## src/rtl/mtes_pkg.sv

```systemverilog
`timescale 1ns / 1ps
package mtes_pkg;

	localparam int NUM_TIMERS = 16;
	localparam int TIME_BITS  = 48;
	localparam int IDX_W      = 4;
	localparam int AMOUNT_W   = 32;
	localparam int PARAM_W    = 32;
	localparam int SLICE_W    = 20;
	localparam int CELL_IDX_W = (NUM_TIMERS > 1) ? $clog2(NUM_TIMERS) : 1;
	localparam int CMP_W      = (CELL_IDX_W > IDX_W) ? CELL_IDX_W : IDX_W;

	localparam logic [SLICE_W-1:0]   SLICE_CAP_RESET = SLICE_W'(100000);
	localparam logic [TIME_BITS-1:0] TIME_MAX        = {TIME_BITS{1'b1}};

	localparam logic MODE_ARM     = 1'b0;
	localparam logic MODE_ADVANCE = 1'b1;
	localparam logic KIND_FIRE    = 1'b0;
	localparam logic KIND_SUMMARY = 1'b1;

	typedef logic [TIME_BITS-1:0] time_t;

	// Running minimum carried down the row of timer cells
	typedef struct packed {
		logic                  valid;
		logic                  found;
		logic [CELL_IDX_W-1:0] idx;
		time_t                 expiry;
		logic [PARAM_W-1:0]    param;
	} cand_t;

	// Write or disable request broadcast to the cells
	typedef struct packed {
		logic               valid;
		logic               arm;
		logic [CMP_W-1:0]   idx;
		logic               enable;
		time_t              expiry;
		logic [PARAM_W-1:0] param;
	} cmd_t;

	typedef struct packed {
		logic               kind;
		logic [IDX_W-1:0]   fired_index;
		logic [PARAM_W-1:0] fired_param;
		time_t              fired_time;
		time_t              next_expiry;
		logic               none_pending;
		logic [SLICE_W-1:0] slice_length;
		logic               last;
	} out_t;

	// Saturating time plus duration
	function automatic time_t sat_add(input time_t a, input logic [AMOUNT_W-1:0] b);
		logic [TIME_BITS:0] s;
		s = {1'b0, a} + (TIME_BITS+1)'(b);
		return s[TIME_BITS] ? TIME_MAX : s[TIME_BITS-1:0];
	endfunction

endpackage

```

## src/rtl/mtes_req_if.sv

```systemverilog
`timescale 1ns / 1ps
interface mtes_req_if import mtes_pkg::*; ();
	logic                      valid;
	logic                      ready;
	logic                      mode;
	logic [IDX_W-1:0]          timer_index;
	logic [AMOUNT_W-1:0]       amount;
	logic                      never_flag;
	logic                      from_fire_time;
	logic signed [PARAM_W-1:0] param;

	modport source(output valid, mode, timer_index, amount, never_flag, from_fire_time,
		param, input ready);
	modport sink(input valid, mode, timer_index, amount, never_flag, from_fire_time,
		param, output ready);
endinterface

```

## src/rtl/mtes_rsp_if.sv

```systemverilog
`timescale 1ns / 1ps
interface mtes_rsp_if import mtes_pkg::*; ();
	logic                      valid;
	logic                      ready;
	logic                      kind;
	logic [IDX_W-1:0]          fired_index;
	logic signed [PARAM_W-1:0] fired_param;
	logic [TIME_BITS-1:0]      fired_time;
	logic [TIME_BITS-1:0]      next_expiry;
	logic                      none_pending;
	logic [SLICE_W-1:0]        slice_length;
	logic                      last;

	modport source(output valid, kind, fired_index, fired_param, fired_time, next_expiry,
		none_pending, slice_length, last, input ready);
	modport sink(input valid, kind, fired_index, fired_param, fired_time, next_expiry,
		none_pending, slice_length, last, output ready);
endinterface

```

## src/rtl/mtes_cfg_if.sv

```systemverilog
`timescale 1ns / 1ps
interface mtes_cfg_if import mtes_pkg::*; ();
	logic               valid;
	logic               ready;
	logic [SLICE_W-1:0] data;

	modport source(output valid, data, input ready);
	modport sink(input valid, data, output ready);
endinterface

```

## src/rtl/mtes_cell.sv

```systemverilog
`timescale 1ns / 1ps
module mtes_cell import mtes_pkg::*; (
	input  logic                  clk,
	input  logic                  arst_n,
	input  logic [CELL_IDX_W-1:0] my_idx,
	input  cmd_t                  cmd,
	input  cand_t                 cand_in,
	output cand_t                 cand_out
);

	logic               en_q;
	time_t              exp_q;
	logic [PARAM_W-1:0] par_q;
	logic               vld_q;
	logic               found_q;
	logic [CELL_IDX_W-1:0] idx_q;
	time_t              cexp_q;
	logic [PARAM_W-1:0] cpar_q;
	logic               hit;
	logic               take;

	assign hit  = cmd.valid && (cmd.idx == CMP_W'(my_idx));
	// Claim the running minimum when strictly earlier; ties stay with the lower index
	assign take = en_q && (!cand_in.found || exp_q < cand_in.expiry);

	// Hold enable and pass the scan token along
	always_ff @(posedge clk or negedge arst_n) begin
		if (!arst_n) begin
			en_q  <= 1'b0;
			vld_q <= 1'b0;
		end else begin
			vld_q <= cand_in.valid;
			if (hit) begin
				en_q <= cmd.enable;
			end
		end
	end

	// Store timer payload and forward the candidate
	always_ff @(posedge clk) begin
		if (hit && cmd.arm) begin
			exp_q <= cmd.expiry;
			par_q <= cmd.param;
		end
		if (take) begin
			found_q <= 1'b1;
			idx_q   <= my_idx;
			cexp_q  <= exp_q;
			cpar_q  <= par_q;
		end else begin
			found_q <= cand_in.found;
			idx_q   <= cand_in.idx;
			cexp_q  <= cand_in.expiry;
			cpar_q  <= cand_in.param;
		end
	end

	assign cand_out = '{valid: vld_q, found: found_q, idx: idx_q, expiry: cexp_q,
		param: cpar_q};

endmodule

```

## src/rtl/mtes_ctrl.sv

```systemverilog
`timescale 1ns / 1ps
module mtes_ctrl import mtes_pkg::*; (
	input  logic       clk,
	input  logic       arst_n,
	mtes_req_if.sink   req,
	mtes_rsp_if.source rsp,
	mtes_cfg_if.sink   cfg,
	output cmd_t       cmd,
	output cand_t      head,
	input  cand_t      tail
);

	typedef enum logic [1:0] {ST_IDLE, ST_INJECT, ST_SCAN, ST_EMIT} state_t;

	state_t             state_q;
	time_t              base_q;
	time_t              last_fire_q;
	logic [SLICE_W-1:0] slice_cap_q;
	cand_t              res_q;
	out_t               out_q;
	logic               out_vld_q;

	logic               accept;
	logic               emit_go;
	logic               is_due;
	time_t              now;
	time_t              diff;
	time_t              diff_min1;
	logic [SLICE_W-1:0] lim;
	logic [SLICE_W-1:0] slice;
	out_t               out_d;

	assign req.ready = (state_q == ST_IDLE);
	assign cfg.ready = 1'b1;
	assign accept    = req.valid && req.ready;
	assign emit_go   = (state_q == ST_EMIT) && (!out_vld_q || rsp.ready);
	assign is_due    = res_q.found && (res_q.expiry <= base_q);
	assign now       = req.from_fire_time ? last_fire_q : base_q;

	// Start a scan with an empty candidate
	assign head = '{valid: (state_q == ST_INJECT), found: 1'b0, idx: '0, expiry: '0,
		param: '0};

	// Arm on accept, disable the fired timer on emit
	always_comb begin
		cmd = '0;
		if (accept && req.mode == MODE_ARM) begin
			cmd.valid  = 1'b1;
			cmd.arm    = 1'b1;
			cmd.idx    = CMP_W'(req.timer_index);
			cmd.enable = !req.never_flag;
			cmd.expiry = req.never_flag ? TIME_MAX : sat_add(now, req.amount);
			cmd.param  = req.param;
		end else if (emit_go && is_due) begin
			cmd.valid = 1'b1;
			cmd.idx   = CMP_W'(res_q.idx);
		end
	end

	// Slice length: clamp(next - base, 1, slice cap), the cap alone when none pending; a zero cap counts as 1
	assign lim       = (slice_cap_q == '0) ? SLICE_W'(1) : slice_cap_q;
	assign diff      = (res_q.expiry > base_q) ? res_q.expiry - base_q : '0;
	assign diff_min1 = (diff == '0) ? TIME_BITS'(1) : diff;
	always_comb begin
		if (!res_q.found) begin
			slice = lim;
		end else if (diff_min1 < TIME_BITS'(lim)) begin
			slice = SLICE_W'(diff_min1);
		end else begin
			slice = lim;
		end
	end

	// Build the next result: a firing when the minimum is due, else the summary
	always_comb begin
		out_d = '0;
		if (is_due) begin
			out_d.kind        = KIND_FIRE;
			out_d.fired_index = IDX_W'(res_q.idx);
			out_d.fired_param = res_q.param;
			out_d.fired_time  = res_q.expiry;
		end else begin
			out_d.kind         = KIND_SUMMARY;
			out_d.next_expiry  = res_q.found ? res_q.expiry : '0;
			out_d.none_pending = !res_q.found;
			out_d.slice_length = slice;
			out_d.last         = 1'b1;
		end
	end

	// Sequencer and result register
	always_ff @(posedge clk or negedge arst_n) begin
		if (!arst_n) begin
			state_q     <= ST_IDLE;
			base_q      <= '0;
			last_fire_q <= '0;
			slice_cap_q <= SLICE_CAP_RESET;
			res_q       <= '0;
			out_q       <= '0;
			out_vld_q   <= 1'b0;
		end else begin
			if (cfg.valid && cfg.ready) begin
				slice_cap_q <= cfg.data;
			end
			// Hold the result until taken
			if (emit_go) begin
				out_vld_q <= 1'b1;
			end else if (rsp.ready) begin
				out_vld_q <= 1'b0;
			end
			unique case (state_q)
				ST_IDLE: begin
					if (accept && req.mode == MODE_ADVANCE) begin
						base_q  <= sat_add(base_q, req.amount);
						state_q <= ST_INJECT;
					end
				end
				ST_INJECT: begin
					state_q <= ST_SCAN;
				end
				ST_SCAN: begin
					if (tail.valid) begin
						res_q   <= tail;
						state_q <= ST_EMIT;
					end
				end
				ST_EMIT: begin
					if (emit_go) begin
						out_q <= out_d;
						if (is_due) begin
							last_fire_q <= res_q.expiry;
							state_q     <= ST_INJECT;
						end else begin
							state_q <= ST_IDLE;
						end
					end
				end
				default: state_q <= ST_IDLE;
			endcase
		end
	end

	assign rsp.valid        = out_vld_q;
	assign rsp.kind         = out_q.kind;
	assign rsp.fired_index  = out_q.fired_index;
	assign rsp.fired_param  = out_q.fired_param;
	assign rsp.fired_time   = out_q.fired_time;
	assign rsp.next_expiry  = out_q.next_expiry;
	assign rsp.none_pending = out_q.none_pending;
	assign rsp.slice_length = out_q.slice_length;
	assign rsp.last         = out_q.last;

endmodule

```

## src/rtl/multi_timer_expiry_scheduler_core.sv

```systemverilog
`timescale 1ns / 1ps
// Arm item: taken while idle and leaves the block idle; the next item is taken in the following cycle.
// Advance item: each result (firing or summary) comes from a scan through ST_INJECT, ST_SCAN and ST_EMIT,
// with the scan token walking the row of timer cells, one cell per cycle.
// An advance that fires k timers holds the input off for k + 1 scans,
// longer while the result side holds off.
// Reset (async, active low): all timers disabled, times zero, slice cap 100000.
module multi_timer_expiry_scheduler_core import mtes_pkg::*; (
	input  logic       clk,
	input  logic       arst_n,
	mtes_cfg_if.sink   cfg,
	mtes_req_if.sink   req,
	mtes_rsp_if.source rsp
);

	cmd_t  cmd;
	cand_t chain [NUM_TIMERS+1];

	mtes_ctrl u_ctrl (
		.clk    (clk),
		.arst_n (arst_n),
		.req    (req),
		.rsp    (rsp),
		.cfg    (cfg),
		.cmd    (cmd),
		.head   (chain[0]),
		.tail   (chain[NUM_TIMERS])
	);

	// Row of timer cells, one per timer
	for (genvar i = 0; i < NUM_TIMERS; i++) begin : g_cell
		mtes_cell u_cell (
			.clk      (clk),
			.arst_n   (arst_n),
			.my_idx   (CELL_IDX_W'(i)),
			.cmd      (cmd),
			.cand_in  (chain[i]),
			.cand_out (chain[i+1])
		);
	end

endmodule

```

## src/flat_wrapper.sv

```systemverilog
// flat-port wrapper written by rule: the top's interface ports become plain ports
module multi_timer_expiry_scheduler_core_flat import mtes_pkg::*;
  (clk, arst_n, cfg_valid, cfg_data, cfg_ready, req_valid, req_mode, req_timer_index, req_amount, req_never_flag, req_from_fire_time, req_param, req_ready, rsp_valid, rsp_kind, rsp_fired_index, rsp_fired_param, rsp_fired_time, rsp_next_expiry, rsp_none_pending, rsp_slice_length, rsp_last, rsp_ready);
  mtes_cfg_if cfg_i ();
  mtes_req_if req_i ();
  mtes_rsp_if rsp_i ();
  input  logic clk;
  input  logic arst_n;
  input wire logic [$bits(cfg_i.valid)-1:0] cfg_valid;
  input wire logic [$bits(cfg_i.data)-1:0] cfg_data;
  output wire logic [$bits(cfg_i.ready)-1:0] cfg_ready;
  input wire logic [$bits(req_i.valid)-1:0] req_valid;
  input wire logic [$bits(req_i.mode)-1:0] req_mode;
  input wire logic [$bits(req_i.timer_index)-1:0] req_timer_index;
  input wire logic [$bits(req_i.amount)-1:0] req_amount;
  input wire logic [$bits(req_i.never_flag)-1:0] req_never_flag;
  input wire logic [$bits(req_i.from_fire_time)-1:0] req_from_fire_time;
  input wire logic [$bits(req_i.param)-1:0] req_param;
  output wire logic [$bits(req_i.ready)-1:0] req_ready;
  output wire logic [$bits(rsp_i.valid)-1:0] rsp_valid;
  output wire logic [$bits(rsp_i.kind)-1:0] rsp_kind;
  output wire logic [$bits(rsp_i.fired_index)-1:0] rsp_fired_index;
  output wire logic [$bits(rsp_i.fired_param)-1:0] rsp_fired_param;
  output wire logic [$bits(rsp_i.fired_time)-1:0] rsp_fired_time;
  output wire logic [$bits(rsp_i.next_expiry)-1:0] rsp_next_expiry;
  output wire logic [$bits(rsp_i.none_pending)-1:0] rsp_none_pending;
  output wire logic [$bits(rsp_i.slice_length)-1:0] rsp_slice_length;
  output wire logic [$bits(rsp_i.last)-1:0] rsp_last;
  input wire logic [$bits(rsp_i.ready)-1:0] rsp_ready;
  assign cfg_i.valid = cfg_valid;
  assign cfg_i.data = cfg_data;
  assign cfg_ready = cfg_i.ready;
  assign req_i.valid = req_valid;
  assign req_i.mode = req_mode;
  assign req_i.timer_index = req_timer_index;
  assign req_i.amount = req_amount;
  assign req_i.never_flag = req_never_flag;
  assign req_i.from_fire_time = req_from_fire_time;
  assign req_i.param = req_param;
  assign req_ready = req_i.ready;
  assign rsp_valid = rsp_i.valid;
  assign rsp_kind = rsp_i.kind;
  assign rsp_fired_index = rsp_i.fired_index;
  assign rsp_fired_param = rsp_i.fired_param;
  assign rsp_fired_time = rsp_i.fired_time;
  assign rsp_next_expiry = rsp_i.next_expiry;
  assign rsp_none_pending = rsp_i.none_pending;
  assign rsp_slice_length = rsp_i.slice_length;
  assign rsp_last = rsp_i.last;
  assign rsp_i.ready = rsp_ready;
  multi_timer_expiry_scheduler_core u_core (.clk(clk), .arst_n(arst_n), .cfg(cfg_i), .req(req_i), .rsp(rsp_i));
endmodule
```

## config.mk

```make
export PLATFORM = sky130hd
export DESIGN_NAME = multi_timer_expiry_scheduler_core_flat
export DESIGN_NICKNAME = d
export VERILOG_FILES = /design/src/rtl/mtes_pkg.sv /design/src/rtl/mtes_req_if.sv /design/src/rtl/mtes_rsp_if.sv /design/src/rtl/mtes_cfg_if.sv /design/src/rtl/mtes_cell.sv /design/src/rtl/mtes_ctrl.sv /design/src/rtl/multi_timer_expiry_scheduler_core.sv /design/src/flat_wrapper.sv
export SDC_FILE = /design/constraint.sdc
export NUM_CORES = 2
export LEC_CHECK = 0
export ABC_AREA = 1
export BUFFER_PORTS_ARGS = -buffer_cell sky130_fd_sc_hd__buf_2
export CAP_MARGIN = 20
export CORE_MARGIN = 2
export CORE_UTILIZATION = 40
export CTS_CLUSTER_SIZE = 28
export DETAILED_ROUTE_END_ITERATION = 6
export GPL_TIMING_DRIVEN = 0
export PLACE_DENSITY_LB_ADDON = 0.12
export SETUP_SLACK_MARGIN = 0.2
export SLEW_MARGIN = 10
export SYNTH_ARGS = -nofsm -noshare
export SYNTH_HDL_FRONTEND = slang
export SYNTH_SLANG_ARGS = --single-unit
```

## constraint.sdc

```tcl
create_clock -name clk -period 7.5 [get_ports clk]
set_input_delay 0.75 -clock clk [delete_from_list [all_inputs] [get_ports clk]]
set_output_delay 0.75 -clock clk [all_outputs]
set_load 0.005 [all_outputs]
```

# Word-level counts from Yosys, hierarchy flattened

Cells that the tools add are included.

Add/subtract/negate cells: 3
Reductions and logical operators: 97
$lt $le $gt $ge: 18
Bitwise logic cells: 1
Mux-type cells: 58
Equality and inequality tests: 21

Operators by type and width:

| operator                                                              | number |
|---|---|
| 48-bit 2-to-1 mux                                                     | 22 |
| 48-bit less-than comparator                                           | 15 |
| 32-bit 2-to-1 mux                                                     | 15 |
| 48-bit by 32-bit adder with 49-bit output                             | 2 |
| 84-bit 2-to-1 mux                                                     | 1 |
| 81-bit 2-to-1 mux                                                     | 1 |
| 70-bit 2-to-1 mux                                                     | 1 |
| 20-bit 2-to-1 mux                                                     | 3 |
| 1-bit logical AND                                                     | 53 |
| 48-bit greater-than comparator                                        | 1 |
| 48-bit <= comparator                                                  | 1 |
| 48-bit logical NOT                                                    | 1 |
| 48-bit by 20-bit less-than comparator with 1-bit output               | 1 |
| 48-bit subtractor                                                     | 1 |
| 4-bit equality test, second input constant                            | 8 |
| 20-bit logical NOT                                                    | 1 |
| 1-bit logical NOT                                                     | 18 |
| 4-bit by 3-bit equality test with 1-bit output, second input constant | 4 |
| 1-bit logical OR                                                      | 16 |
| 1-bit 2-to-1 mux                                                      | 9 |
| 4-bit by 2-bit equality test with 1-bit output, second input constant | 2 |
| 4-bit 2-to-1 mux                                                      | 2 |
| 2-bit one-hot mux with 4 select lines                                 | 1 |
| 2-bit 2-to-1 mux                                                      | 3 |
| other kinds (11)                                                      | 16 |

Logic and storage cells: 342
Bits of input ports: 96
Output and inout bits: 158
Bits in registers: 3027

# Logic depth before layout (Yosys ltp)

Word-level depth: 9
Mapped depth: 36
Depth with buffers taken out: 35

# Hierarchy

Synthesis repeated with hierarchy kept, for this count alone.

Cells, all modules: 14259
Area, all modules: 132154.2 um^2

Modules (own cells, without submodules):

| module                                  | area an instance (um^2) | instances | cells each |
|---|---|---|---|
| mtes_cell (u_core.g_cell[0].u_cell ...) | 6737.7                  | 15        | 673 |
| mtes_ctrl                               | 24348.4                 | 1         | 3489 |
| mtes_cell (u_core.g_cell[3].u_cell)     | 6732.7                  | 1         | 673 |
| multi_timer_expiry_scheduler_core       | 7.5                     | 1         | 2 |

# Least setup slack after synthesis

Ideal clock, no wire load.

Path type: register -> register
From: register u_core.u_ctrl.base_q[0]
To: register u_core.g_cell[10].u_cell.exp_q[0] (enable)
Setup time: 0.519 ns
Arrival time: 6.246 ns
Path buffers: 1
Required time: 6.981 ns
Setup slack: 0.735 ns
Cell stages (with the launch flop): 25
Cell sequence: dfrtp_1 > ha_1 > fa_1 > inv_1 > nand3_1 > nand2_2 > nand2_1 > nand2_1 > nand2_1 > nand2_2 > nand2_1 > nand2_1 > nor2_2 > nor2_8 > buf_6 > nor2_1 > nand2_1 > inv_1 > nand2_1 > nand2_1 > o21ai_1 > inv_1 > nor2_1 > nand2_1 > nor2_1

Cells in the longest elaborated chain, start to end: 8
Elaborated cells between the ends (all ways): 10

Ends and longest elaborated chain:

| item                   | RTL line         | text |
|---|---|---|
| start, declared        | mtes_ctrl.sv:16  | `time_t base_q;` |
| start signal, assigned | mtes_ctrl.sv:114 | `base_q <= sat_add(base_q, req.amount);` |
| 48-bit <= comparator * | mtes_ctrl.sv:37  | `assign is_due = res_q.found && (res_q.expiry <= base_q);` |
| 1-bit logical AND *    | mtes_ctrl.sv:37  |  |
| 1-bit logical AND *    | mtes_ctrl.sv:54  | `end else if (emit_go && is_due) begin` |
| 4-bit 2-to-1 mux       | mtes_ctrl.sv:54  |  |
| 4-bit 2-to-1 mux       | mtes_ctrl.sv:47  | `if (accept && req.mode == MODE_ARM) begin` |
| 4-bit equality test    | mtes_cell.sv:22  | `assign hit = cmd.valid && (cmd.idx == CMP_W'(my_idx));` |
| 1-bit logical AND *    | mtes_cell.sv:22  |  |
| 1-bit logical AND *    | mtes_cell.sv:41  | `if (hit && cmd.arm) begin` |
| end signal, assigned   | mtes_cell.sv:42  | `exp_q <= cmd.expiry;` |
| end, declared          | mtes_cell.sv:12  | `time_t exp_q;` |

Mark *: on every way between the ends. The rest lies on a longest branch, timed or not.
A chain may end at the register's enable or synchronous reset.

==> impl_metrics.json <==
{
  "die_area_sq_um": 309000,
  "end_kind": "register",
  "rr_startpoint": "u_core.u_ctrl.base_q[35]$_DFFE_PN0P_",
  "rsz0062_at_grt": "no",
  "via_per_inst": 4.75,
  "fin_nets": 13800,
  "ys_seq_area_frac": 0.617,
  "synth_edf_count": 1280,
  "rows": 202,
  "cts_made_buffers": 326,
  "root_buffer": "clkbuf_16",
  "final_antenna_net_count": 0,
  "p_leak_uw": 0.0596,
  "final_core_util": 0.465,
  "route.detailed.drc": 2,
  "peakVddDrop_v": 0.000229,
  "post_cts_buffers": 0,
  "synth-seq-cells": 3015,
  "syn_area_sq_um": 122000,
  "io_pins": 254,
  "skew_ns": 0.0534,
  "setup.worst_path.start_class": "input port",
  "r2r_slack_ns": 0.98,
  "grt_pass1_vias": 82800,
  "antenna_found_initial": 18,
  "grt_pass1_wl_um": 480000,
  "power_density_nw_per_um2": 375,
  "synth_top_family_by_area": "simple AND/OR/NAND/NOR gates",
  "nFillCells": 28200,
  "ys_async_sr_fraction": 0.129,
  "fp.dieH_um": 556,
  "vias": 81100,
  "synthSimpleGateAreaFrac": 0.145,
  "multi_input_area_sq_um": 39800,
  "synth_area_leaders": "edfxtp_1, dfxtp_1, nand2_1, ha_1, dfrtp_1",
  "die_w_um": 556,
  "overflow": 0,
  "relSlewSlack": 0.271,
  "final.setup.tns_ns": 0,
  "timing.rr.end": "u_core.g_cell[1].u_cell.exp_q[26]$_DFFE_PP_",
  "worst_hold_path_type": "input port to register",
  "drive_above_1_share": 0.0788,
  "critPathMaxFanout": 16,
  "worstMarginPinSlew_ns": 1.09,
  "synth_warnings": 0,
  "yosys.area.top_type_share": 0.316,
  "synth-xor-area-share": 0.00569,
  "slew_violations": 0,
  "status": "finished with violations",
  "crit_required_ns": 8.06,
  "arrival_ns": 7.46,
  "violations": "DRC",
  "synth_top_area_cell": "edfxtp_1",
  "ys.flop_type": "dfxtp_1",
  "io_buffer_count": 251,
  "critPathKind": "input port to register",
  "gp_congestion": 0.943,
  "synthMuxAreaShare": 0.00333,
  "clock_sinks": 3015,
  "fmax_mhz": 145,
  "clk_pin_slew_ns": 0.06,
  "hp-start": "cfg_data[17]",
  "worstHoldEndpoint": "u_core.u_ctrl.slice_cap_q[17]$_DFFE_PN0P_",
  "timing_hold_violations_final": 0,
  "cap_violations": 0,
  "synthAdderAreaFrac": 0.0869,
  "whs_path_depth": 3,
  "synth_compound_area_frac": 0.0838,
  "h-tree-depth": 5,
  "routed_wl_um": 314000,
  "drt_pass1_iterations": 7,
  "synthesis.nets": 13100,
  "mostFrequentLayoutCell": "nand2_1",
  "postSynthAreaPerCell_sq_um": 10.0,
  "drtIter0Drc": 4590,
  "grt_max_degree": 107,
  "coreArea_sq_um": 303000,
  "wl_per_cell_um": 18.4,
  "tritoncts": "yes",
  "grt_util_all_layers": 0.201,
  "final-seq-area_sq_um": 75100,
  "finalSetupViolCount": 0,
  "r2r_cells": 24,
  "syn2layout_area_growth_pct": 15.6,
  "syn_inst": 12200,
  "yosysUniqueCellTypes": 55,
  "cts_buffer_depth": 4,
  "hpwl_um": 250000,
  "clk_latency_ns": 0.91,
  "post-route-period-util": 0.920,
  "start_util": 0.402,
  "min_period_ns": 6.90,
  "layout_common_cells": "nand2_1, inv_1, dfxtp_1, edfxtp_1, o21ai_0"
}
[cell usage after synthesis (18+ instances only)]
cell      number
nand2_1     3365
inv_1       1479
dfxtp_1     1345
edfxtp_1    1280
o21ai_0      959
ha_1         840
a21oi_1      598
nor2_1       491
dfrtp_1      384
clkbuf_1     354
nand3_1      290
nand4_1       94
nor3_1        88
a211oi_1      55
xor2_1        41
a31oi_1       39
o211ai_1      38
xnor2_1       38
mux2_2        36
or2_2         36
o221ai_1      35
a22oi_1       30
o21ai_1       25
o21a_1        24
buf_1         19
a21boi_0      18
[layout make-up]
| class | instances | area share |
|---|---|---|
| Tap cell | 3978 | 0.0354 |
| Clock buffer | 472 | 0.0675 |
| Timing Repair Buffer | 347 | 0.0207 |
| Clock inverter | 131 | 0.00915 |
| Antenna cell | 7 | 0.000125 |
| Sequential cell | 3015 | 0.534 |
| Inverter | 1494 | 0.0399 |
| Buffer | 382 | 0.0106 |
| Multi-Input combinational cell | 7262 | 0.283 |
[worst max-delay path by stage]
stage | from | end | slack (ns) | cells past startpoint
final | req_from_fire_time | u_core.g_cell[0].u_cell.exp_q[44]$_DFFE_PP_ | 0.60 | 25
after global routing | req_from_fire_time | u_core.g_cell[7].u_cell.exp_q[44]$_DFFE_PP_ | 0.22 | 25
after CTS | req_from_fire_time | u_core.g_cell[6].u_cell.exp_q[42]$_DFFE_PP_ | 0.57 | 25
after detailed placement | req_from_fire_time | u_core.g_cell[0].u_cell.exp_q[42]$_DFFE_PP_ | -0.39 | 25
after global placement | u_core.u_ctrl.state_q[0]$_DFFE_PN0P_ | u_core.g_cell[0].u_cell.exp_q[21]$_DFFE_PP_ | -4.14 | 10
after floorplan | u_core.u_ctrl.base_q[0]$_DFFE_PN0P_ | u_core.g_cell[10].u_cell.exp_q[0]$_DFFE_PP_ | 0.74 | 24
[critical path, cell delays in order]
cell and delay (ns):
buf_2 0.19, clkbuf_1 0.77, clkbuf_1 0.54, nand2_1 0.10, nand2_1 0.09, ha_1 0.13
inv_1 0.06, fa_1 0.39, nand3b_1 0.17, nand2_1 0.12, a21oi_1 0.11, o21ai_1 0.14
a21oi_1 0.10, o21ai_0 0.28, a21boi_1 0.24, o31ai_1 0.63, nand4_1 0.17, nand2_1 0.38
nand4_1 0.18, nand2_1 0.37, inv_1 0.18, clkbuf_1 0.40, nand2_1 0.14, o21ai_0 0.09
inv_1 0.66
[state kept, by name, indices dropped and copies added, names as in the netlist]
register / cells
u_core.g_cell.u_cell.exp_q: 768
u_core.g_cell.u_cell.vld_q: 16
u_core.u_ctrl.state_q: 2
u_core.u_ctrl.res_q: 85
u_core.g_cell.u_cell.cpar_q: 512
u_core.u_ctrl.rsp.fired_param: 32
u_core.u_ctrl.rsp.fired_index: 4
u_core.u_ctrl.last_fire_q: 48
u_core.u_ctrl.rsp.slice_length: 20
u_core.u_ctrl.base_q: 48
u_core.g_cell.u_cell.par_q: 512
u_core.u_ctrl.rsp.none_pending: 1
u_core.u_ctrl.rsp.fired_time: 48
u_core.u_ctrl.slice_cap_q: 20
u_core.g_cell.u_cell.en_q: 16
u_core.u_ctrl.rsp.kind: 1
u_core.g_cell.u_cell.cexp_q: 768
u_core.g_cell.u_cell.idx_q: 49
u_core.u_ctrl.rsp.valid: 1
u_core.g_cell.u_cell.found_q: 16
u_core.u_ctrl.rsp.next_expiry: 48
[cell families after synthesis]
kind of cell	Yosys count
AOI/OAI and AO/OA	1882
xor gates and xnor gates	79
adders and majority gates	843
buffers and inverters	1876
DFF	3015
muxes	36
other	1
and+or+nand+nor	4421
[metal layers]
layer | share of wire | GRT usage | vias up
li1 | - | - | 41500
met2 | 0.47 | 0.345 | 1610
met3 | 0.036 | 0.0222 | 656
met4 | 0.054 | 0.103 | 0
met1 | 0.44 | 0.251 | 37300
met5 | 0 | 0 | -
[report_power, final]
part	leakage (uW)	total, uW	internal (uW)	switching, uW
registers	0.0278	22000	20800	1270
clock network	0.00532	16000	9530	6430
logic	0.0264	14800	4890	9880
total	0.0596	52800	35200	17600
[per-stage QoR]
| stage | setup slack, ns | hold WS [ns] | std cells | cell area, sq um | power [uW] |
|---|---|---|---|---|---|
| finish | 0.602 | 0.0828 | 17100 | 141000 | 52800 |
| floorplan | 0.735 | 0.331 | 12200 | 122000 | 31400 |
| CTS | 0.574 | 0.00837 | 17100 | 141000 | 53300 |
| global route | 0.216 | 0.0611 | 17100 | 141000 | 56200 |
| detailed placement | -0.389 | 0.335 | 16500 | 130000 | 37200 |
| global placement | -4.14 | 0.336 | 16400 | 128000 | 36700 |
[repair_timing]
| action | in CTS | in global routing |
|---|---|---|
| gates resized for setup | 0 | 2 |
| setup endpoints to repair | 0 | 31 |
| hold buffers | 7 | 0 |
| hold endpoints to repair | 60 | 0 |
(Power assumes the default switching activity.)
